`src/hw/rtl/ctps_pkg.sv`:
```
// Package for the camera trigger pulse sequencer: request codes, command codes,
// register indexes, reset values and the structs passed between modules.
// No dependencies.
`timescale 1ns / 1ps
`default_nettype none

package ctps_pkg;

  localparam int unsigned MsW = 16;

  typedef enum logic [2:0] {
    REQ_TICK      = 3'd0,
    REQ_SET_CAM   = 3'd1,
    REQ_SET_SENS  = 3'd2,
    REQ_START     = 3'd3,
    REQ_STOP      = 3'd4,
    REQ_PHOTO     = 3'd5
  } req_t;

  typedef enum logic [2:0] {
    ACT_IDLE      = 3'd0,
    ACT_CAM_ONCE  = 3'd1,
    ACT_CAM_TWICE = 3'd2,
    ACT_SENSOR    = 3'd3,
    ACT_STARTSTOP = 3'd4
  } act_t;

  typedef enum logic [1:0] {
    CAM_VIDEO  = 2'd0,
    CAM_SERIAL = 2'd1,
    CAM_PHOTO  = 2'd2
  } cam_mode_t;

  typedef enum logic [1:0] {
    REG_CAM_PULSE   = 2'd0,
    REG_SENS_PULSE  = 2'd1,
    REG_SS_PULSE    = 2'd2,
    REG_COOLDOWN    = 2'd3
  } reg_idx_t;

  localparam logic [MsW-1:0] CamPulseRst  = 16'd500;
  localparam logic [MsW-1:0] SensPulseRst = 16'd500;
  localparam logic [MsW-1:0] SsPulseRst   = 16'd500;
  localparam logic [MsW-1:0] CooldownRst  = 16'd200;

  typedef struct packed {
    logic [MsW-1:0] cam_pulse;
    logic [MsW-1:0] sens_pulse;
    logic [MsW-1:0] ss_pulse;
    logic [MsW-1:0] cooldown;
  } cfg_t;

  // Packed so that the last field sits in the lowest bits.
  typedef struct packed {
    logic       recording;
    logic       sensor_flipped;
    logic [1:0] camera_mode;
    logic       busy_res;
    logic       line_high;
    logic       accepted;
  } result_t;

  // The camera steps video -> serial -> photo -> video on each pulse.
  function automatic logic [1:0] next_cam(input logic [1:0] m);
    logic [1:0] r;
    unique case (m)
      CAM_SERIAL: r = CAM_PHOTO;
      CAM_PHOTO:  r = CAM_VIDEO;
      default:    r = CAM_SERIAL;
    endcase
    return r;
  endfunction

endpackage

`default_nettype wire

```
`src/hw/rtl/ctps_cfg_regs.sv`:
```
// Configuration register file of the camera trigger pulse sequencer.
// Depends on ctps_pkg.
`timescale 1ns / 1ps
`default_nettype none

module ctps_cfg_regs (
  input  wire logic                  clk,
  input  wire logic                  rst_n,
  input  wire logic                  wr_en,
  input  wire logic [1:0]            wr_index,
  input  wire logic [15:0]           wr_data,
  output ctps_pkg::cfg_t             cfg
);

  ctps_pkg::cfg_t cfg_r;

  always_ff @(posedge clk) begin
    if (!rst_n) begin
      cfg_r.cam_pulse  <= ctps_pkg::CamPulseRst;
      cfg_r.sens_pulse <= ctps_pkg::SensPulseRst;
      cfg_r.ss_pulse   <= ctps_pkg::SsPulseRst;
      cfg_r.cooldown   <= ctps_pkg::CooldownRst;
    end else if (wr_en) begin
      unique case (ctps_pkg::reg_idx_t'(wr_index))
        ctps_pkg::REG_CAM_PULSE:  cfg_r.cam_pulse  <= wr_data;
        ctps_pkg::REG_SENS_PULSE: cfg_r.sens_pulse <= wr_data;
        ctps_pkg::REG_SS_PULSE:   cfg_r.ss_pulse   <= wr_data;
        ctps_pkg::REG_COOLDOWN:   cfg_r.cooldown   <= wr_data;
        default:                  cfg_r.cooldown   <= wr_data;
      endcase
    end
  end

  assign cfg = cfg_r;

endmodule

`default_nettype wire

```
`src/hw/rtl/ctps_seq.sv`:
```
// Command sequencer state and its single-pass update for one transaction.
// Holds the mirrored camera state and the pulse timing. Depends on ctps_pkg.
`timescale 1ns / 1ps
`default_nettype none

module ctps_seq (
  input  wire logic                  clk,
  input  wire logic                  rst_n,
  input  wire logic                  step_en,
  input  wire logic [2:0]            cmd,
  input  wire logic [1:0]            mode_arg,
  input  wire logic [15:0]           now_ms,
  input  ctps_pkg::cfg_t             cfg,
  output ctps_pkg::result_t          res
);

  ctps_pkg::act_t act_r, act_nxt;
  logic [15:0]    plen_r, plen_nxt;
  logic [15:0]    pstart_r, pstart_nxt;
  logic           line_r, line_nxt;
  logic           cool_r, cool_nxt;
  logic [1:0]     cam_r, cam_nxt;
  logic           sens_r, sens_nxt;
  logic           rec_r, rec_nxt;

  logic           busy;
  logic           ok;
  logic [15:0]    delta;
  logic [16:0]    end_sum;

  always_ff @(posedge clk) begin
    if (!rst_n) begin
      act_r    <= ctps_pkg::ACT_IDLE;
      plen_r   <= '0;
      pstart_r <= '0;
      line_r   <= 1'b0;
      cool_r   <= 1'b0;
      cam_r    <= ctps_pkg::CAM_VIDEO;
      sens_r   <= 1'b0;
      rec_r    <= 1'b0;
    end else if (step_en) begin
      act_r    <= act_nxt;
      plen_r   <= plen_nxt;
      pstart_r <= pstart_nxt;
      line_r   <= line_nxt;
      cool_r   <= cool_nxt;
      cam_r    <= cam_nxt;
      sens_r   <= sens_nxt;
      rec_r    <= rec_nxt;
    end
  end

  assign busy    = (act_r != ctps_pkg::ACT_IDLE);
  assign delta   = now_ms - pstart_r;
  assign end_sum = {1'b0, plen_r} + {1'b0, cfg.cooldown};

  always_comb begin
    act_nxt    = act_r;
    plen_nxt   = plen_r;
    pstart_nxt = pstart_r;
    line_nxt   = line_r;
    cool_nxt   = cool_r;
    cam_nxt    = cam_r;
    sens_nxt   = sens_r;
    rec_nxt    = rec_r;
    ok         = 1'b0;

    unique case (cmd)
      ctps_pkg::REQ_TICK: begin
        ok = 1'b1;
        if (busy) begin
          if (!line_r && !cool_r) begin
            line_nxt   = 1'b1;
            pstart_nxt = now_ms;
          end else if (delta >= plen_r) begin
            if (!cool_r) begin
              // End of the high phase: the camera has taken the step.
              line_nxt = 1'b0;
              cool_nxt = 1'b1;
              unique case (act_r)
                ctps_pkg::ACT_CAM_ONCE,
                ctps_pkg::ACT_CAM_TWICE: cam_nxt = ctps_pkg::next_cam(cam_r);
                ctps_pkg::ACT_SENSOR:    sens_nxt = ~sens_r;
                ctps_pkg::ACT_STARTSTOP: begin
                  if (cam_r != ctps_pkg::CAM_PHOTO) rec_nxt = ~rec_r;
                end
                default: ;
              endcase
            end else if ({1'b0, delta} >= end_sum) begin
              if (act_r == ctps_pkg::ACT_CAM_TWICE) begin
                act_nxt    = ctps_pkg::ACT_CAM_ONCE;
                pstart_nxt = now_ms;
              end else begin
                act_nxt = ctps_pkg::ACT_IDLE;
              end
              cool_nxt = 1'b0;
            end
          end
        end
      end
      ctps_pkg::REQ_SET_CAM: begin
        if (mode_arg != 2'd3 && !busy && !rec_r) begin
          ok = 1'b1;
          if (mode_arg != cam_r) begin
            plen_nxt = cfg.cam_pulse;
            act_nxt  = (mode_arg == ctps_pkg::next_cam(cam_r)) ?
                       ctps_pkg::ACT_CAM_ONCE : ctps_pkg::ACT_CAM_TWICE;
          end
        end
      end
      ctps_pkg::REQ_SET_SENS: begin
        if (!mode_arg[1] && !busy && !rec_r) begin
          ok = 1'b1;
          if (mode_arg[0] != sens_r) begin
            plen_nxt = cfg.sens_pulse;
            act_nxt  = ctps_pkg::ACT_SENSOR;
          end
        end
      end
      ctps_pkg::REQ_START: begin
        if (!busy && !rec_r && cam_r != ctps_pkg::CAM_PHOTO) begin
          ok       = 1'b1;
          plen_nxt = cfg.ss_pulse;
          act_nxt  = ctps_pkg::ACT_STARTSTOP;
        end
      end
      ctps_pkg::REQ_STOP: begin
        if (!busy && rec_r && cam_r != ctps_pkg::CAM_PHOTO) begin
          ok       = 1'b1;
          plen_nxt = cfg.ss_pulse;
          act_nxt  = ctps_pkg::ACT_STARTSTOP;
        end
      end
      ctps_pkg::REQ_PHOTO: begin
        if (!busy && cam_r == ctps_pkg::CAM_PHOTO) begin
          ok       = 1'b1;
          plen_nxt = cfg.ss_pulse;
          act_nxt  = ctps_pkg::ACT_STARTSTOP;
        end
      end
      default: ;
    endcase

    res.accepted       = ok;
    res.line_high      = line_nxt;
    res.busy_res       = (act_nxt != ctps_pkg::ACT_IDLE);
    res.camera_mode    = cam_nxt;
    res.sensor_flipped = sens_nxt;
    res.recording      = rec_nxt;
  end

endmodule

`default_nettype wire

```
`src/hw/rtl/camera_trigger_pulse_sequencer_core.sv`:
```
// Camera trigger pulse sequencer: the request stream enters an input register,
// one pass of logic updates the mirrored camera state, and the status leaves in
// an output register. The input channel carries requests and millisecond ticks.
// in_tdata fields from bit 0: cmd[2:0], mode_arg[4:3], now_ms[20:5].
// out_tdata fields from bit 0: accepted, line_high, busy_res, camera_mode[4:3],
// sensor_flipped, recording.
// The cfg_ channel writes the four timing registers; cfg_ready is always high,
// and writes are expected only while no transaction is in flight.
// A transaction accepted into the input register passes the state update and has
// its status in the output register, which drives out_tvalid; one transaction is
// taken every cycle while the receiver does not stall, set by the single state update between the two registers.
// When the receiver stalls, the output register holds its result; the input register
// still takes a transaction if it is empty, and in_tready stays low while it holds one.
// Synchronous reset clears both registers' valid flags, returns the mirror to
// video, normal and not recording, and reloads the default timings.
// Depends on ctps_pkg, ctps_cfg_regs and ctps_seq.
`timescale 1ns / 1ps
`default_nettype none

module camera_trigger_pulse_sequencer_core (
  input  wire logic        clk,
  input  wire logic        rst_n,
  input  wire logic        in_tvalid,
  output      logic        in_tready,
  input  wire logic [23:0] in_tdata,   // cmd[2:0], mode_arg[4:3], now_ms[20:5]
  output      logic        out_tvalid,
  input  wire logic        out_tready,
  output      logic [7:0]  out_tdata,  // accepted, line_high, busy_res,
                                       // camera_mode[4:3], sensor_flipped, recording
  input  wire logic        cfg_valid,
  output      logic        cfg_ready,
  input  wire logic [1:0]  cfg_index,
  input  wire logic [15:0] cfg_data
);

  logic              in_vld_r;
  logic [20:0]       in_dat_r;
  logic              out_vld_r;
  ctps_pkg::result_t out_res_r;
  logic              adv;
  ctps_pkg::cfg_t    cfg;
  ctps_pkg::result_t res;

  assign adv       = in_vld_r && (!out_vld_r || out_tready);
  assign in_tready = !in_vld_r || adv;
  assign cfg_ready = 1'b1;

  always_ff @(posedge clk) begin
    if (!rst_n) begin
      in_vld_r  <= 1'b0;
      out_vld_r <= 1'b0;
    end else begin
      if (in_tready) in_vld_r <= in_tvalid;
      if (adv) out_vld_r <= 1'b1;
      else if (out_tready) out_vld_r <= 1'b0;
    end
  end

  always_ff @(posedge clk) begin
    if (in_tready && in_tvalid) in_dat_r <= in_tdata[20:0];
    if (adv) out_res_r <= res;
  end

  ctps_cfg_regs u_cfg (
    .clk      (clk),
    .rst_n    (rst_n),
    .wr_en    (cfg_valid),
    .wr_index (cfg_index),
    .wr_data  (cfg_data),
    .cfg      (cfg)
  );

  ctps_seq u_seq (
    .clk      (clk),
    .rst_n    (rst_n),
    .step_en  (adv),
    .cmd      (in_dat_r[2:0]),
    .mode_arg (in_dat_r[4:3]),
    .now_ms   (in_dat_r[20:5]),
    .cfg      (cfg),
    .res      (res)
  );

  assign out_tvalid = out_vld_r;
  assign out_tdata  = {1'b0, out_res_r};

endmodule

`default_nettype wire

```
`config.mk`:
```
export PLATFORM = sky130hd
export DESIGN_NAME = camera_trigger_pulse_sequencer_core
export DESIGN_NICKNAME = d
export VERILOG_FILES = /design/src/hw/rtl/ctps_pkg.sv /design/src/hw/rtl/ctps_cfg_regs.sv /design/src/hw/rtl/ctps_seq.sv /design/src/hw/rtl/camera_trigger_pulse_sequencer_core.sv
export SDC_FILE = /design/constraint.sdc
export NUM_CORES = 1
export LEC_CHECK = 0
export BUFFER_PORTS_ARGS = -buffer_cell sky130_fd_sc_hd__buf_2
export CAP_MARGIN = 20
export CORE_MARGIN = 3
export CORE_UTILIZATION = 50
export DETAILED_ROUTE_END_ITERATION = 8
export GPL_ROUTABILITY_DRIVEN = 0
export MAX_ROUTING_LAYER = met4
export PLACE_DENSITY = 0.68
export RECOVER_POWER = 25
export SYNTH_ARGS = -nofsm -noshare
export SYNTH_HDL_FRONTEND = slang
export SYNTH_HIERARCHICAL = 1
export SYNTH_SLANG_ARGS = --single-unit
export TNS_END_PERCENT = 100
```
`constraint.sdc`:
```
create_clock -name clk -period 6.5 [get_ports clk]
set_clock_uncertainty 0.05 [all_clocks]
set_input_delay 0 -clock clk [delete_from_list [all_inputs] [get_ports clk]]
set_output_delay 0 -clock clk [all_outputs]
set_load 0.03 [all_outputs]
```
* After elaboration in Yosys (flattened, before gate mapping)
Cells that the tools add are included.
** Storage, ports and cells
- Input port bits :: 47
- Flip-flop bits (word level) :: 135
** Cells by class
- Mux-type cells :: 66
- $add $sub $neg :: 2
- Reductions and logical operators :: 39
- Magnitude comparators :: 2
- Bitwise gates (word level) :: 3
- Equality and inequality tests :: 26
** Operator list (number)
- $mux W16 :: 12
- $pmux W16 S5 :: 1
- $mux W3 :: 12
- $mux W1 :: 28
- $mux W2 :: 10
- $pmux W3 S6 :: 1
- $add A16 B16 Y17 :: 1
- $ge A16 B17 Y1 :: 1
- $ge A16 B16 Y1 :: 1
- $sub A16 B16 Y16 :: 1
- $ne A2 B1 Y1 const B :: 7
- $eq A3 B2 Y1 const B :: 4
- $logic_and A1 B1 Y1 :: 12
- $reduce_bool A2 Y1 :: 5
- $eq A3 B3 Y1 const B :: 3
- $reduce_and A9 Y1 :: 1
- $reduce_and A2 Y1 :: 4
- $logic_not A1 Y1 :: 7
- $reduce_and A7 Y1 :: 1
- $eq A2 B2 Y1 const B :: 3
- $eq A3 B1 Y1 const B :: 2
- $pmux W1 S6 :: 1
- $reduce_bool A3 Y1 :: 2
- $reduce_and A5 Y1 :: 1
- other kinds (12) :: 17

* Logic depth before layout (Yosys ltp)
Gate-level depths: netlist of run 1.
- Word-level depth :: 12
- Gate-level depth with buffers :: 23
- Mapped depth without buffers :: 21

* By module
The synthesis of run 1 kept the hierarchy.
** Modules (own cells, without submodules)
- ctps_seq :: area an instance 4966.0 µm², sequential area each 820.8 µm², cells an instance 660, times used 1
- ctps_cfg_regs :: area an instance 2456.1 µm², sequential area each 1281.2 µm², cells an instance 237, times used 1
- camera_trigger_pulse_sequencer_core :: area an instance 967.2 µm², sequential area each 880.8 µm², cells an instance 41, times used 1

* Least setup slack after synthesis of run 1
OpenSTA, ideal clock, no wires.
- Path kind :: reg-to-reg
- From :: register in_dat_r[6]
- To :: register u_seq.pstart_r[0]
- Cell stages (with the launch flop) :: 20
- Data arrival time :: 4112 ps
- Clock period less this slack :: 4234 ps
- Setup slack :: 2266 ps
- Library setup time :: 72 ps
- Cell sequence :: edfxtp_1 ha_1 nor2b_1 o21a_1 o21ai_0 a31oi_1 o31ai_1 o2111ai_1 a21oi_1 xnor2_1 ha_1 and3_1 nand3_1 or2_2 o32a_1 a21oi_1 a32o_1 buf_6 buf_8 mux2i_1
** On the way
- Cells in the longest elaborated chain, start to end :: 4
** Ends and longest elaborated chain
- from (decl) :: RTL line camera_trigger_pulse_sequencer_core.sv:37 : logic [20:0] in_dat_r;
- from (signal assigned) :: RTL line camera_trigger_pulse_sequencer_core.sv:60 : if (in_tready && in_tvalid) in_dat_r <= in_tdata[20:0];
- $sub A16 B16 Y16 (*) :: RTL line ctps_seq.sv:54 : assign delta = now_ms - pstart_r;
- $ge A16 B17 Y1 / $ge A16 B16 Y1 (equally long branches) :: RTL line ctps_seq.sv:89, ctps_seq.sv:75
- $reduce_bool A2 Y1 (no source line)
- $reduce_and A7 Y1 (no source line) (*)
- to (signal assigned) :: RTL line ctps_seq.sv:44 : pstart_r <= pstart_nxt;
- to (decl) :: RTL line ctps_seq.sv:19 : logic [15:0] pstart_r, pstart_nxt;
Mark *: on every way between the ends. The rest lies on a longest branch, timed or not.
A chain may end at the register's enable or synchronous reset.

* Worst setup path in the final report of run 1
- From :: register in_dat_r[6]
- To :: register u_seq.pstart_r[3]
The elaborated chain is that of the path after synthesis.

==> results of run 1 <==
-- power by group through the flow --
| stage | clock [mW] | sequential (mW) | combinational, mW |
|---|---|---|---|
| 2_1_floorplan | 0 | 0.927 | 0.259 |
| 3_3_place_gp | 0 | 0.930 | 0.331 |
| 3_5_place_dp | 0 | 0.930 | 0.336 |
| 4_1_cts | 1.03 | 0.913 | 0.361 |
| 5_1_grt | 1.07 | 0.917 | 0.407 |
| 6_report | 1.02 | 0.913 | 0.362 |
-- worst paths after layout --
path	depth (start not counted)	to	slack, ns
setup / recovery	17	u_seq/pstart_r[3]	1.26
hold / removal	2	in_dat_r[16]	0.22
setup reg to reg	17	u_seq/pstart_r[3]	1.26
hold reg to reg	2	u_seq/pstart_r[14]	0.41
-- cell usage after synthesis (8+ instances only) --
cell type | instances | share of area [%]
a211oi_1 | 23 | 2.1
a21o_1 | 14 | 1.3
a21oi_1 | 54 | 3.2
buf_2 | 13 | 0.78
clkbuf_1 | 24 | 1.1
dfxtp_1 | 107 | 26
edfxtp_1 | 28 | 10
ha_1 | 63 | 9.4
inv_1 | 50 | 2.2
mux2i_1 | 115 | 14
nand2_1 | 135 | 6.0
nand2b_1 | 10 | 0.75
nand3_1 | 10 | 0.60
nor2_1 | 61 | 2.7
nor2b_1 | 32 | 2.4
nor3_1 | 8 | 0.48
o21ai_0 | 39 | 2.3
xnor2_1 | 21 | 2.2
xor2_1 | 13 | 1.4
-- registers in the layout, summed over array words and instances (netlist names) --
name            count
u_cfg/cfg          64
in_dat_r           21
u_seq/plen_r       16
u_seq/pstart_r     16
out_tdata           7
u_seq/act_r         3
u_seq/cam_r         2
in_vld_r            1
out_tvalid          1
u_seq/cool_r        1
u_seq/line_r        1
u_seq/rec_r         1
u_seq/sens_r        1
-- per-layer routing --
layer / track usage [%] / routed length (um) / up-vias
li1: - / - / 3449
met1: 27.5 / 8950 / 3172
met2: 32.8 / 8540 / 109
met3: 4.20 / 587 / 25
met4: 7.11 / 280 / 0
met5: - / 0 / -
-- timing repair --
action | CTS | global route
hold buffers | 48 | 0
hold endpoints to repair | 87 | 0
setup buffers | 0 | 0
-- cells by family (layout without fill, tap and decap cells) --
logic type / Yosys count / count (layout)
buf+inv: 104 / 190
mux: 117 / 117
fa+ha+maj: 65 / 65
xor+xnor: 34 / 34
flops: 135 / 135
compound gates: 189 / 189
simple gates: 292 / 292
other cells: 2 / 2
-- metrics by stage --
stage	power [mW]	setup slack (ns)	cell area, um2
after floorplan	1.19	2.27	8390
after global placement	1.26	1.45	8690
after detailed placement	1.27	1.31	8690
after CTS	2.30	1.28	9800
after global routing	2.39	0.733	9800
final	2.29	1.26	9800
-- worst max-delay path, cell delays in order (launching register included) --
cell	delay, ns
edfxtp_1	0.43
ha_1	0.32
nor2b_1	0.13
o21a_1	0.18
o21ai_0	0.35
a31oi_1	0.18
o31ai_1	0.47
o2111ai_1	0.19
a21oi_1	0.19
xnor2_1	0.12
ha_1	0.30
and3_1	0.15
nand3_1	0.11
or2_2	0.30
o32a_1	0.34
a21oi_1	0.22
a32o_1	0.85
mux2i_1	0.26
-- cell type report --
class | count | area, um2
inverter | 50 | 188
sequential | 135 | 2980
clock inverter | 9 | 110
multi-input combinational | 699 | 4930
timing repair buffer | 108 | 798
tap | 216 | 270
clock buffer | 23 | 520
fill | 1434 | 6380
==> results.toml, run 1 <==
[worst_setup_path]
critPathCaptureType = "register"
cp-start-kind = "register"
crit_fanout = 16
crit_required_ns = 6.80
arrival_ns = 5.54
setup.worst_path.start = "in_dat_r[6]"
critical_path_class = "register to register"
timing.rr.start = "in_dat_r[6]"

[yosys]
synth_fa_ha_area_share_pct = 9.87
synth.avg_cell_area_um2 = 8.94
synth_seq_area_share_pct = 35.6
synth-simple-area-share_pct = 16.3
synth_edf_count = 28
ys_seq_elements = 135
syn_area_um2 = 8390
yosysWarnings = 6
synthFlopType = "dfxtp_1"
synth_top_family_by_area = "simple AND/OR/NAND/NOR gates"
postSynthCellCount = 938
synth.distinct_cells = 70
synth-xor-area-share_pct = 3.55
synthArstFlopShare_pct = 0
synthMuxAreaShare_pct = 14.0
synth-compound-area-share_pct = 15.0
syn_nets = 1050

[sta]
maxSlewHeadroom_pct = 4.88
fin_tns_setup_ns = 0
rsz0062_at_grt = "false"
hold_viol_final = 0
maxClockFrequency_mhz = 191
period_needed_ns = 5.24
fin_crit_sh_pct = 80.6
worstMarginPinSlew_ns = 1.43
setup_viol = 0
hold-worst-slack_ns = 0.223
finalMaxSlewViolations = 0

[routing]
avgRoutedWirePerCell_um = 14.8
first_iter_violations = 364
wl_um = 18400
vias = 6755
via_per_inst = 5.45
dr.pass1.iters = 6
antenna_left = 0
drc = 0

[min_path]
min_from = "in_tdata[16]"
worst_hold_path_type = "input pin to register"

[cells_and_area]
layout_commonest_cell = "nand2_1"
layoutNonFillerInstCount = 1240
utilization_pct = 60.6
antenna_cells = 0
mostFrequentLayoutCells = "nand2_1, mux2i_1, dfxtp_1, ha_1, nor2_1"
syn2layout_area_growth_pct = 16.8
drive_above_1_share_pct = 9.18
nNetsFinal = 1123

[floorplan]
io_pins = 58
core_area_um2 = 16200
die_y_um = 136
num_rows = 46
die_w_um = 136
start_util_pct = 51.9
die_area_um2 = 18400

[placed_design]
numPlacedInstances = 1159
dp_hpwl_um = 12600
port_buffers = 52

[pwr]
combPwrFrac_pct = 15.8
swShare_pct = 26.3
leakagePower_nw = 4.09
ir_worst_vdd_v = 0.000202
power_frac_seq_pct = 39.8
power_switching_mw = 0.603
p_int_mw = 1.69
power.density_nw_per_um2 = 234
p_clk_share_pct = 44.3

[cts]
root_buffer = "clkbuf_16"
clk_pin_slew_ns = 0.06
clk_latency_ns = 0.44
cts_sinks = 135
numCtsBuffers = 17
cts_max_level = 4
cts_buffer_depth = 2
cts_tree = "done"
cts_resized = 0

[global_routing]
overflow = 0
grt_first_pass_wirelength_um = 30400
grt_pass1_vias = 6341
track_usage_pct = 21.0
grt_max_degree = 87
antenna_found_initial = 0

[flow_run]
drv_cap = 0

[outcome]
status = "finished clean"
Power figures use the tool's default switching activity.
==> run 2, diff against run 1 <==
==> constraint.sdc (replaced) <==
create_clock -name clk -period 5.35 [get_ports clk]
set_clock_uncertainty 0.05 [all_clocks]
set_input_delay 0 -clock clk [delete_from_list [all_inputs] [get_ports clk]]
set_output_delay 0 -clock clk [all_outputs]
set_load 0.03 [all_outputs]
==> results.toml, run 2 (synthesis gave the netlist of run 1 again) <==
[cts]
cts_max_level = 4
cts_buffer_depth = 2
clk_pin_slew_ns = 0.06
cts_tree = "done"
root_buffer = "clkbuf_16"
clk_latency_ns = 0.43
cts_sinks = 135
numCtsBuffers = 17

[routing]
vias = 6667
avgRoutedWirePerCell_um = 14.6
antenna_left = 0
wl_um = 18100
dr.pass1.iters = 5
first_iter_violations = 415
via_per_inst = 5.39
drc = 0

[pwr]
power.density_nw_per_um2 = 282
leakagePower_nw = 4.06
power_switching_mw = 0.713
p_clk_share_pct = 43.6
combPwrFrac_pct = 15.8
power_frac_seq_pct = 40.5
p_int_mw = 2.03
swShare_pct = 26.0
ir_worst_vdd_v = 0.000233

[placed_design]
dp_worst_setup_slack_ns = 0.619
port_buffers = 52
dp_hpwl_um = 12600
numPlacedInstances = 1160

[cells_and_area]
antenna_cells = 0
layoutNonFillerInstCount = 1236
nNetsFinal = 1119
largest_register_ffs = 64
drive_above_1_share_pct = 9.41
mostFrequentLayoutCells = "nand2_1, mux2i_1, dfxtp_1, ha_1, nor2_1"
fill_cells = 1434
layout_commonest_cell = "nand2_1"
syn2layout_area_growth_pct = 15.8

[worst_setup_path]
arrival_ns = 5.13
crit_fanout = 16
critical_path_class = "register to register"
cp-start-kind = "register"
critPathCaptureType = "register"
crit_required_ns = 5.64

[global_routing]
grt_first_pass_wirelength_um = 30900
grt_max_degree = 82
track_usage_pct = 21.2
grt_pass1_vias = 6440
antenna_found_initial = 0
overflow = 0

[flow_run]
drv_cap = 2

[floorplan]
die_y_um = 136
die_w_um = 136
start_util_pct = 51.9
io_pins = 58
num_rows = 46
die_area_um2 = 18400
core_area_um2 = 16200

[sta]
fin_crit_sh_pct = 90.6
rsz0062_at_grt = "false"
maxSlewHeadroom_pct = -118
period_needed_ns = 4.84
finalMaxSlewViolations = 131
fin_tns_setup_ns = 0
hold_viol_final = 0
fin_ws_ns = 0.505
setup_viol = 0
worstMarginPinSlew_ns = 3.27
maxClockFrequency_mhz = 206

[outcome]
status = "finished with violations"
violations = "max-capacitance violations, max-slew violations"

[min_path]
worst_hold_path_type = "input pin to register"
## run 2: changes by cell type in the layout (fill, tap and decap cells not counted), sizes merged
cell / change
dlygate4sd3: -5
bufinv: +1
clkinv: -1
buf: +2
clkinvlp: -1
clkbuf: -3
inv: +3
## run 2: per-layer routing
metal | track usage, % | up-vias | routed length (um)
met5 | - | - | 0
met1 | 27.6 | 3111 | 8990
met2 | 34.2 | 112 | 8330
met4 | 5.32 | 0 | 159
li1 | - | 3433 | -
met3 | 4.12 | 11 | 580
## run 2: power by group through the flow
stage,Clock [mW],Sequential (mW),Combinational (mW)
3_3_place_gp,0,1.13,0.402
4_1_cts,1.22,1.11,0.434
5_1_grt,1.26,1.12,0.490
6_report,1.20,1.11,0.434
3_5_place_dp,0,1.13,0.407
2_1_floorplan,0,1.13,0.315
## run 2: critical path: stages, from the launching register on
cell and delay, ns:
edfxtp_1 0.45, ha_1 0.32, nor2b_1 0.13, o21a_1 0.17, o21ai_0 0.31, a31oi_1 0.17, o31ai_1 0.53, o2111ai_1 0.19
a21oi_1 0.19, xnor2_1 0.13, ha_1 0.31, and3_1 0.14, nand3_1 0.11, or2_2 0.30, o32a_1 0.34, a21oi_1 0.22
a32o_1 0.17, buf_4 0.29, mux2i_1 0.24
## run 2: what timing repair did
item / CTS / global route
hold buffers: 43 / 0
buffers inserted: 0 / 0
endpoints found under the hold margin: 87 / 0
resized for setup: 0 / 0
## run 2: worst paths after layout
kind	startpoint	endpoint	slack [ns]	depth (start not counted)
min	in_tdata[0]	in_dat_r[0]	0.23	2
max	in_dat_r[6]	u_seq/pstart_r[7]	0.51	18
max reg2reg	in_dat_r[6]	u_seq/pstart_r[7]	0.51	18
min reg2reg	u_cfg/cfg[43]	u_cfg/cfg[43]	0.41	2
## run 2: per-stage QoR
step                      hold slack [ns]  cell area (um2)  power (mW)  utilization, %
after floorplan                    0.0489             8390        1.44               -
after global routing                0.228             9720        2.86            60.1
after global placement              0.127             8700        1.53            53.8
final                               0.230             9720        2.74            60.1
after detailed placement            0.128             8700        1.54            53.8
after CTS                           0.127             9730        2.76            60.2
## run 2: final cells by class
| cell class | instances | area (um2) | share of cell area, % |
|---|---|---|---|
| well taps | 216 | 270 | 2.78 |
| clock buffers | 21 | 460 | 4.74 |
| repair buffers | 104 | 744 | 7.66 |
| clock inverters | 11 | 143 | 1.47 |
| multi-input cells | 699 | 4930 | 50.7 |
| inverters | 50 | 188 | 1.93 |
| flip-flops and latches | 135 | 2980 | 30.7 |
